File: config.mk
export PLATFORM = sky130hd
export DESIGN_NAME = dual_format_motor_frame_parser_core
export DESIGN_NICKNAME = d
export VERILOG_FILES = /design/src/rtl/dfmp_pkg.sv /design/src/rtl/dfmp_hex_cell.sv /design/src/rtl/dfmp_byte_cell.sv /design/src/rtl/dual_format_motor_frame_parser_core.sv
export SDC_FILE = /design/constraint.sdc
export NUM_CORES = 1
export LEC_CHECK = 0
export BUFFER_PORTS_ARGS = -buffer_cell sky130_fd_sc_hd__buf_4
export CAP_MARGIN = 20
export CORE_AREA = 10 10 199 201
export DETAILED_ROUTE_END_ITERATION = 16
export DIE_AREA = 0 0 209 211
export GPL_TIMING_DRIVEN = 1
export PLACE_DENSITY = 0.57
export SLEW_MARGIN = 20
export SYNTH_ARGS = -nofsm -noshare
export SYNTH_HDL_FRONTEND = slang
export SYNTH_HIERARCHICAL = 1
export SYNTH_SLANG_ARGS = --single-unit
File: constraint.sdc
create_clock -name clk -period 21.5 [get_ports clk]
set_input_delay 1.075 -clock clk [delete_from_list [all_inputs] [get_ports clk]]
set_output_delay 1.075 -clock clk [all_outputs]
set_load 0.03 [all_outputs]
File: src/rtl/dfmp_pkg.sv
`default_nettype none

package dfmp_pkg;

  localparam int FRAME_LEN = 13;
  localparam int HEX_LEN   = 26;

  typedef logic [7:0] byte_t;
  typedef logic [3:0] nib_t;
  typedef logic [4:0] fill_t;
  typedef logic [3:0] count_t;

  localparam byte_t START_A    = 8'h01;
  localparam byte_t START_B    = 8'h02;
  localparam byte_t CMD_BYTE   = 8'hFD;
  localparam byte_t CHECK_BYTE = 8'h6B;

  localparam fill_t  HEX_FULL  = fill_t'(HEX_LEN);
  localparam count_t FRAME_CNT = count_t'(FRAME_LEN);
  localparam count_t BIN_LAST  = count_t'(FRAME_LEN - 1);

  typedef struct packed {
    logic load;
    logic shift;
  } cell_ctrl_t;

  typedef struct packed {
    logic ok;
    nib_t val;
  } hex_t;

  function automatic hex_t hex_decode(input byte_t c);
    hex_t r;
    r.ok  = 1'b1;
    r.val = '0;
    if (c >= 8'h30 && c <= 8'h39) begin
      r.val = nib_t'(c - 8'h30);
    end else if (c >= 8'h41 && c <= 8'h46) begin
      r.val = nib_t'(c - 8'h37);
    end else if (c >= 8'h61 && c <= 8'h66) begin
      r.val = nib_t'(c - 8'h57);
    end else begin
      r.ok = 1'b0;
    end
    return r;
  endfunction

endpackage

`default_nettype wire

File: src/rtl/dfmp_hex_cell.sv
`default_nettype none

module dfmp_hex_cell (
  input  wire            clk,
  input  wire            shift,
  input  dfmp_pkg::nib_t nib_in,
  output dfmp_pkg::byte_t q,
  output dfmp_pkg::byte_t q_next
);
  import dfmp_pkg::*;

  assign q_next = {q[3:0], nib_in};

  always_ff @(posedge clk) begin
    if (shift) begin
      q <= q_next;
    end
  end

endmodule

`default_nettype wire

File: src/rtl/dfmp_byte_cell.sv
`default_nettype none

module dfmp_byte_cell (
  input  wire                 clk,
  input  dfmp_pkg::cell_ctrl_t ctrl,
  input  dfmp_pkg::byte_t     load_data,
  input  dfmp_pkg::byte_t     shift_in,
  output dfmp_pkg::byte_t     q
);
  import dfmp_pkg::*;

  always_ff @(posedge clk) begin
    if (ctrl.load) begin
      q <= load_data;
    end else if (ctrl.shift) begin
      q <= shift_in;
    end
  end

endmodule

`default_nettype wire

File: src/rtl/dual_format_motor_frame_parser_core.sv
`default_nettype none
// Channel | Dir | Handshake          | Payload
// input   | in  | in_valid/in_stall  | rx_byte
// output  | out | out_valid/out_stall | out_port, out_byte, frame_last
//
// One received byte is taken per cycle unless in_stall; a completed frame
// leaves as 13 transactions, one per cycle unless out_stall, from a 13-cell
// output chain. The input stalls only when a byte would complete a frame
// while the output chain still holds the previous one.
// rst is synchronous and clears the fill counters and the output count.

module dual_format_motor_frame_parser_core (
  input  wire             clk,
  input  wire             rst,
  input  wire             in_valid,
  output logic            in_stall,
  input  dfmp_pkg::byte_t rx_byte,
  output logic            out_valid,
  input  wire             out_stall,
  output logic            out_port,
  output dfmp_pkg::byte_t out_byte,
  output logic            frame_last
);
  import dfmp_pkg::*;

  byte_t hex_q    [FRAME_LEN];
  byte_t hex_post [FRAME_LEN];
  byte_t bin_q    [FRAME_LEN];
  byte_t bin_post [FRAME_LEN];
  byte_t out_q    [FRAME_LEN];
  byte_t frame_src[FRAME_LEN];

  fill_t  hex_fill, hex_fill_next, fill_step;
  count_t bin_count, bin_count_next;
  count_t out_cnt, out_cnt_next;

  hex_t hd;
  logic acc, is_start, hex_hit, hex_emit, bin_append, bin_done, bin_emit;
  logic would_emit, advance, load;
  cell_ctrl_t bin_ctrl, out_ctrl;

  assign hd       = hex_decode(rx_byte);
  assign is_start = (rx_byte == START_A) || (rx_byte == START_B);
  assign acc      = in_valid && !in_stall;

  genvar i;
  generate
    for (i = 0; i < FRAME_LEN; i++) begin : g_cells
      nib_t  nib_src;
      byte_t bin_src;
      byte_t out_src;
      if (i < FRAME_LEN - 1) begin : g_mid
        assign nib_src = hex_q[i+1][7:4];
        assign bin_src = bin_q[i+1];
        assign out_src = out_q[i+1];
      end else begin : g_end
        assign nib_src = hd.val;
        assign bin_src = rx_byte;
        assign out_src = '0;
      end
      assign bin_post[i]  = bin_src;
      assign frame_src[i] = hex_emit ? hex_post[i] : bin_post[i];

      dfmp_hex_cell u_hex (
        .clk    (clk),
        .shift  (acc && hd.ok),
        .nib_in (nib_src),
        .q      (hex_q[i]),
        .q_next (hex_post[i])
      );

      dfmp_byte_cell u_bin (
        .clk       (clk),
        .ctrl      (bin_ctrl),
        .load_data (byte_t'(0)),
        .shift_in  (bin_src),
        .q         (bin_q[i])
      );

      dfmp_byte_cell u_out (
        .clk       (clk),
        .ctrl      (out_ctrl),
        .load_data (frame_src[i]),
        .shift_in  (out_src),
        .q         (out_q[i])
      );
    end
  endgenerate

  always_comb begin
    fill_step  = (hex_fill == HEX_FULL) ? HEX_FULL : fill_t'(hex_fill + 1'b1);
    hex_hit    = hd.ok && (fill_step == HEX_FULL) &&
                 ((hex_post[0] == START_A) || (hex_post[0] == START_B)) &&
                 (hex_post[1] == CMD_BYTE);
    hex_emit   = hex_hit && (hex_post[FRAME_LEN-1] == CHECK_BYTE);
    bin_append = !hd.ok && !is_start && (bin_count != '0);
    bin_done   = bin_append && (bin_count == BIN_LAST);
    bin_emit   = bin_done && (bin_post[1] == CMD_BYTE) &&
                 (bin_post[FRAME_LEN-1] == CHECK_BYTE);
    would_emit = hex_emit || bin_emit;
    in_stall   = would_emit && out_valid;
    load       = acc && would_emit;
    advance    = out_valid && !out_stall;
    bin_ctrl   = '{load: 1'b0, shift: acc && (is_start || bin_append)};
    out_ctrl   = '{load: load, shift: advance};
  end

  always_comb begin
    hex_fill_next  = hex_fill;
    bin_count_next = bin_count;
    if (acc) begin
      if (hd.ok) begin
        hex_fill_next  = hex_hit ? '0 : fill_step;
        bin_count_next = '0;
      end else if (is_start) begin
        hex_fill_next  = '0;
        bin_count_next = count_t'(1);
      end else if (bin_append) begin
        bin_count_next = bin_done ? '0 : count_t'(bin_count + 1'b1);
      end
    end
    out_cnt_next = out_cnt;
    if (load) begin
      out_cnt_next = FRAME_CNT;
    end else if (advance) begin
      out_cnt_next = count_t'(out_cnt - 1'b1);
    end
  end

  always_ff @(posedge clk) begin
    if (rst) begin
      hex_fill  <= '0;
      bin_count <= '0;
      out_cnt   <= '0;
    end else begin
      hex_fill  <= hex_fill_next;
      bin_count <= bin_count_next;
      out_cnt   <= out_cnt_next;
    end
  end

  always_ff @(posedge clk) begin
    if (load) begin
      out_port <= (frame_src[0] != START_A);
    end
  end

  assign out_valid  = (out_cnt != '0);
  assign out_byte   = out_q[0];
  assign frame_last = (out_cnt == count_t'(1));

endmodule

`default_nettype wire

After elaboration in Yosys (flattened, before gate mapping) --
Cells that the tools add are included.
Storage, ports and cells: flip-flop bits (word level) 314, latch bits 0, RAM bits 0, memory bits (read-only) 0, memories 0
Cells by class: add/subtract/negate cells 6, multipliers 0, divide/modulo/power cells 0, order comparisons 6, equal/unequal tests 13, shift operators 0, muxes and demuxes 55, bitwise logic cells 0, reductions and logical operators 34
Operators by type and width (count):
- 8-bit 2-to-1 mux | 39
- 4-bit 2-to-1 mux | 9
- 5-bit 2-to-1 mux | 4
- 1-bit logical AND | 18
- 8-bit by 1-bit == test with 1-bit output (second input constant) | 2
- 8-bit by 2-bit == test with 1-bit output (second input constant) | 2
- 8-bit by 7-bit == test with 1-bit output (second input constant) | 2
- 8-bit == test (second input constant) | 2
- 8-bit by 7-bit >= comparator with 1-bit output (second input constant) | 2
- 8-bit by 7-bit <= comparator with 1-bit output (second input constant) | 2
- 5-bit == test (second input constant) | 2
- 8-bit by 6-bit >= comparator with 1-bit output (second input constant) | 1
- 8-bit by 6-bit <= comparator with 1-bit output (second input constant) | 1
- 8-bit by 1-bit != test with 1-bit output (second input constant) | 1
- 4-bit nonzero test | 2
- 4-bit by 1-bit subtractor with 4-bit output (second input constant) | 2
- 4-bit by 3-bit subtractor with 4-bit output (second input constant) | 2
- 5-bit by 1-bit adder with 5-bit output (second input constant) | 1
- 4-bit by 1-bit adder with 4-bit output (second input constant) | 1
- 4-bit by 1-bit == test with 1-bit output (second input constant) | 1
- 4-bit == test (second input constant) | 1
- 1-bit zero test | 4
- 1-bit logical OR | 4
- 2-bit AND reduction | 2
- other kinds (4) | 7

Depth between registers and ports, before layout --
depth after elaboration 17, depth in mapped cells 16, depth with buffers taken out 13

Modules after synthesis --
Netlist, hierarchy kept.
By module, submodules not included:
- dfmp_byte_cell | instances 25, cells an instance 18, area each 377.9 µm², sequential area each 240.2 µm²
- dfmp_hex_cell | instances 13, cells an instance 16, area each 300.3 µm², sequential area each 240.2 µm²
- dual_format_motor_frame_parser_core | instances 1, cells an instance 463, area each 2547.4 µm², sequential area each 290.3 µm²

Least setup slack after synthesis --
Ideal clock, no wire load.
path type input to register, from in rx_byte[0], to reg hex_fill[2], setup time 96 ps, arrival 11311 ps, data required time 21404 ps, slack 10093 ps, stages 14, buffers on the path 2, cell sequence inv_1 > ha_1 > nand2b_1 > a2bb2oi_1 > o211a_1 > clkbuf_1 > nor2b_1 > buf_4 > nor4bb_1 > nand4_1 > a211oi_1 > a211oi_1 > o21ai_0 > a21oi_1
Between the ends: elaborated cells on any way between the ends 42, classes of those cells add/sub (3); order compare (6); eq/ne (4); mux (8); reduce/logical (21)
RTL lines:
- from (decl) | RTL line dual_format_motor_frame_parser_core.sv:17 | input dfmp_pkg::byte_t rx_byte,
- 8-bit by 7-bit >= comparator with 1-bit output / 8-bit by 7-bit <= comparator with 1-bit output (equally long branches) | RTL line dfmp_pkg.sv:40 | end else if (c >= 8'h61 && c <= 8'h66) begin
- 1-bit logical AND | RTL line dfmp_pkg.sv:40
- 4-bit 2-to-1 mux | RTL line dfmp_pkg.sv:40
- 4-bit 2-to-1 mux | RTL line dfmp_pkg.sv:38 | end else if (c >= 8'h41 && c <= 8'h46) begin
- 4-bit 2-to-1 mux (*) | RTL line dfmp_pkg.sv:36 | if (c >= 8'h30 && c <= 8'h39) begin
- net g_cells[12].nib_src[3] | RTL line dual_format_motor_frame_parser_core.sv:49 | nib_t nib_src;
- 8-bit by 7-bit == test with 1-bit output (*) | RTL line dual_format_motor_frame_parser_core.sv:95 | hex_emit = hex_hit && (hex_post[FRAME_LEN-1] == CHECK_BYTE);
- 1-bit logical AND (*) | RTL line dual_format_motor_frame_parser_core.sv:95
- 1-bit logical OR (*) | RTL line dual_format_motor_frame_parser_core.sv:100 | would_emit = hex_emit || bin_emit;
- 1-bit logical AND (*) | RTL line dual_format_motor_frame_parser_core.sv:101 | in_stall = would_emit && out_valid;
- 1-bit zero test (*) | RTL line dual_format_motor_frame_parser_core.sv:44 | assign acc = in_valid && !in_stall;
- 1-bit logical AND (*) | RTL line dual_format_motor_frame_parser_core.sv:44
- 2-bit AND reduction (no source line) (*)
- to (signal assigned) | RTL line dual_format_motor_frame_parser_core.sv:136 | hex_fill <= hex_fill_next;
- to (decl) | RTL line dual_format_motor_frame_parser_core.sv:33 | fill_t hex_fill, hex_fill_next, fill_step;
The timed path passes the listed nets; every way through them passes the cells marked *. A chain may end at the register's enable or synchronous reset.

Final worst setup path --
from in rx_byte[0], to reg g_cells[10].u_out.q[1] (enable)
Between the ends: elaborated cells on any way between the ends 40, classes of those cells add/sub (3); order compare (6); eq/ne (4); mux (6); reduce/logical (21)
RTL lines:
- 8-bit by 7-bit >= comparator with 1-bit output / 8-bit by 7-bit <= comparator with 1-bit output (equally long branches) | RTL line dfmp_pkg.sv:40
- 1-bit logical AND | RTL line dfmp_pkg.sv:40
- 4-bit 2-to-1 mux | RTL line dfmp_pkg.sv:40
- 4-bit 2-to-1 mux | RTL line dfmp_pkg.sv:38
- 4-bit 2-to-1 mux (*) | RTL line dfmp_pkg.sv:36
- net g_cells[12].nib_src[3] | RTL line dual_format_motor_frame_parser_core.sv:49
- 8-bit by 7-bit == test with 1-bit output (*) | RTL line dual_format_motor_frame_parser_core.sv:95
- 1-bit logical AND (*) | RTL line dual_format_motor_frame_parser_core.sv:95
- 1-bit logical OR (*) | RTL line dual_format_motor_frame_parser_core.sv:100
- 1-bit logical AND | RTL line dual_format_motor_frame_parser_core.sv:101
- 1-bit zero test | RTL line dual_format_motor_frame_parser_core.sv:44
- 1-bit logical AND | RTL line dual_format_motor_frame_parser_core.sv:44
- 1-bit logical AND (*) | RTL line dual_format_motor_frame_parser_core.sv:102 | load = acc && would_emit;
- net load | RTL line dual_format_motor_frame_parser_core.sv:39 | logic would_emit, advance, load;
- 2-bit nonzero test (no source line) (*)
- to (signal assigned) | RTL line dfmp_byte_cell.sv:14 | q <= load_data;
- to (signal assigned) | RTL line dfmp_byte_cell.sv:16 | q <= shift_in;
- to (decl) | RTL line dfmp_byte_cell.sv:8 | output dfmp_pkg::byte_t q
Marked as above.

==> reports/qor_table.md <==
| Quantity | Value | Unit |
|---|---|---|
| Status | complete, no violations | - |
| CP Capture Type | register | - |
| Resized cells post-CTS | 0 | - |
| Full die area | 44100 | µm² |
| Vias in the first global route | 7877 | - |
| Initial core utilization | 44.57 | % |
| Setup repair bufs after CTS | 0 | - |
| Clock Path Buffers | 3 | - |
| Met2 usage in global routing | 22.13 | % |
| Data arrival time of the critical path | 6.20 | ns |
| Non-Filler Instances | 1626 | - |
| Row count | 69 | - |
| Inserted Clock Buffers | 34 | - |
| Vias | 7732 | - |
| Largest stage delay, worst path | 0.88 | ns |
| FMAX | 166.0 | MHz |
| Max-cap viol count | 0 | - |
| TritonCTS clock tree | yes | - |
| Met1 Resource Use GR | 14.98 | % |
| Total negative setup slack | 0 | ns |
| Tightest Pin Transition | 0.9685 | ns |
| Max-slew violations | 0 | - |
| Hold/Removal Path Class | reg2reg | - |
| Largest fanout on the critical path | 83 | - |
| CTS H-tree lvls | 2 | - |
| HPWL after DPL | 19.16 | mm |
| CP required | 21.67 | ns |
| Overall overflow remaining after global route | 0 | - |
| Placeable Area | 35400 | µm² |
| Setup crit start kind | input pin | - |
| Root buffer cell | sky130_fd_sc_hd__clkbuf_16 | - |
| Static Leak | 6.670 | nW |
| Gp weighted congestion | 0.7861 | - |
| Syn avg cell area | 14.13 | µm² |
| Final standard cell utilization of the core | 47.84 | % |
| Final antenna-violating net count | 0 | - |
| Number of placed instances with taps included | 1566 | - |
| Wire per inst | 17.19 | µm |
| Most Crowded Layer GR | met2 | - |
| Netlist area before placement | 15780 | µm² |
| Area added between synthesis and finish | 7.327 | % |
| Crit-path cells | buf_4, inv_1, ha_1, nand2b_1, a2bb2oi_1, o211a_1, nor2b_1, and4b_1, and4b_1, and3_4, o211ai_1, inv_6, buf_4, or2_1 | - |
| Overall routed net length | 27.95 | mm |
| CTS Hold Buffers Added | 0 | - |
| Reg clk slew, reported paths | 0.06 | ns |
| Time the final worst path needs with I/O delays and setup | 6.023 | ns |
| Worst clock skew | 0.01798 | ns |
| RSZ-0062 raised after global routing | no | - |
| Clock latency on the worst-skew pair | 0.51 | ns |
| Final net count | 1164 | - |
| Total Power Consumption | 1.646 | mW |
| Critical setup path kind | in2reg | - |
| Worst hold slack across all endpoints | 0.4464 | ns |
| Worst vdd rail ir drop | 0.00006742 | V |
| Global-route wire length before repair | 43.60 | mm |
| Diode count | 0 | - |
| Largest net degree at the start of global routing | 104 | - |
| DRT Pass-1 Iters | 5 | - |
| Relative max-transition margin | 35.43 | % |
| Period Utilization, post-route | 28.01 | % |
| Number of hold-slack violations in the final timing report | 0 | - |
| Count of endpoints failing setup in the final report | 0 | - |
| Power density over cell area | 97.21 | nW/µm² |
| Clock sink total | 314 | - |
| Global routing met3 resource utilization | 2.188 | % |
| Share of layout cells above drive strength 1 | 24.89 | % |
| Synthesized instance count | 1117 | - |
| Count of buffers from port buffering | 23 | - |
| Chip width | 209 | µm |
| Height of the die | 211 | µm |
| Total DRC errors in the routed layout | 0 | - |
| Max stage delay cell, worst path | sky130_fd_sc_hd__buf_4 | - |
| Detailed router's first-iteration violation count | 395 | - |
| Yosys warning total | 6 | - |
| Number of antenna violations at the first check in global routing | 2 | - |
| Overall global routing resource usage | 12.51 | % |
| Boundary pin count | 24 | - |
| Number of vias per cell after detailed routing | 4.755 | - |
==> path summary, 6_finish.rpt <==
path | slack [ns] | to | start | depth (start not counted)
worst min-delay path | 0.45 | g_cells[8].u_hex/q[1] | g_cells[9].u_hex/q[5] | 0
worst max register to register | 16.04 | g_cells[10].u_out/q[1] | hex_fill[0] | 9
worst min register to register | 0.45 | g_cells[8].u_hex/q[1] | g_cells[9].u_hex/q[5] | 0
worst max-delay path | 15.48 | g_cells[10].u_out/q[1] | rx_byte[0] | 14
==> metal layers <==
layer	up-vias	wire [µm]
li1	3817	-
met1	3772	11910
met2	99	14400
met3	44	925
met4	0	714
met5	-	0
==> worst max-delay path, delay by kind of cell <==
kind	cells	cell delay, ns
fa+ha+maj	1	0.24
buf+inv	4	1.70
compound gates	3	1.07
simple gates	6	2.02
==> through the flow <==
step           area (µm²)  worst slack [ns]
2_1_floorplan       16210             10.41
3_3_place_gp        15850             15.01
3_5_place_dp        15850             14.86
4_1_cts             16930             15.37
5_1_grt             16930             15.03
6_report            16930             15.48
==> placed cells by master (no fill, tap or decap), types with 3 or more instances in the layout <==
| cell type | n |
|---|---|
| sky130_fd_sc_hd__clkbuf_1 | 6 |
| sky130_fd_sc_hd__nor2b_1 | 4 |
| sky130_fd_sc_hd__ha_1 | 11 |
| sky130_fd_sc_hd__nor3_1 | 7 |
| sky130_fd_sc_hd__buf_4 | 27 |
| sky130_fd_sc_hd__clkbuf_16 | 37 |
| sky130_fd_sc_hd__edfxtp_1 | 301 |
| sky130_fd_sc_hd__xor2_1 | 3 |
| sky130_fd_sc_hd__clkbuf_8 | 3 |
| sky130_fd_sc_hd__nand3_1 | 5 |
| sky130_fd_sc_hd__or2_1 | 25 |
| sky130_fd_sc_hd__inv_1 | 10 |
| sky130_fd_sc_hd__mux2_4 | 201 |
| sky130_fd_sc_hd__o21ai_0 | 8 |
| sky130_fd_sc_hd__nand2b_1 | 14 |
| sky130_fd_sc_hd__and2_1 | 13 |
| sky130_fd_sc_hd__nor4_1 | 7 |
| sky130_fd_sc_hd__nand2_1 | 249 |
| sky130_fd_sc_hd__conb_1 | 116 |
| sky130_fd_sc_hd__and3_1 | 3 |
| sky130_fd_sc_hd__xnor2_1 | 3 |
| sky130_fd_sc_hd__a21oi_1 | 14 |
| sky130_fd_sc_hd__clkinv_1 | 6 |
| sky130_fd_sc_hd__and4b_1 | 3 |
| sky130_fd_sc_hd__nand4_1 | 4 |
| sky130_fd_sc_hd__clkinv_2 | 7 |
| sky130_fd_sc_hd__nor2_1 | 16 |
| sky130_fd_sc_hd__dfxtp_1 | 13 |
==> flip-flops by register name, summed over array words and instances (netlist names) <==
register	cells
hex_fill	5
g_cells.u_hex/q	100
g_cells.u_out/q	104
out_port	1
bin_count	4
g_cells.u_bin/q	96
out_cnt	4
==> power breakdown <==
group,switching [mW],internal [mW]
sequential,0.0353,0.798
clock,0.227,0.334
combinational,0.126,0.127
total,0.388,1.26
==> area by class of cell <==
class,instances,area (µm²)
Inverter,11,46.29
Sequential cell,314,9299
Timing Repair Buffer,28,214.0
Clock inverter,14,87.58
Fill cell,3126,18460
Multi-Input combinational cell,752,5720
Clock buffer,46,989.7
Tap cell,461,576.8
Power figures use the tool's default switching activity.
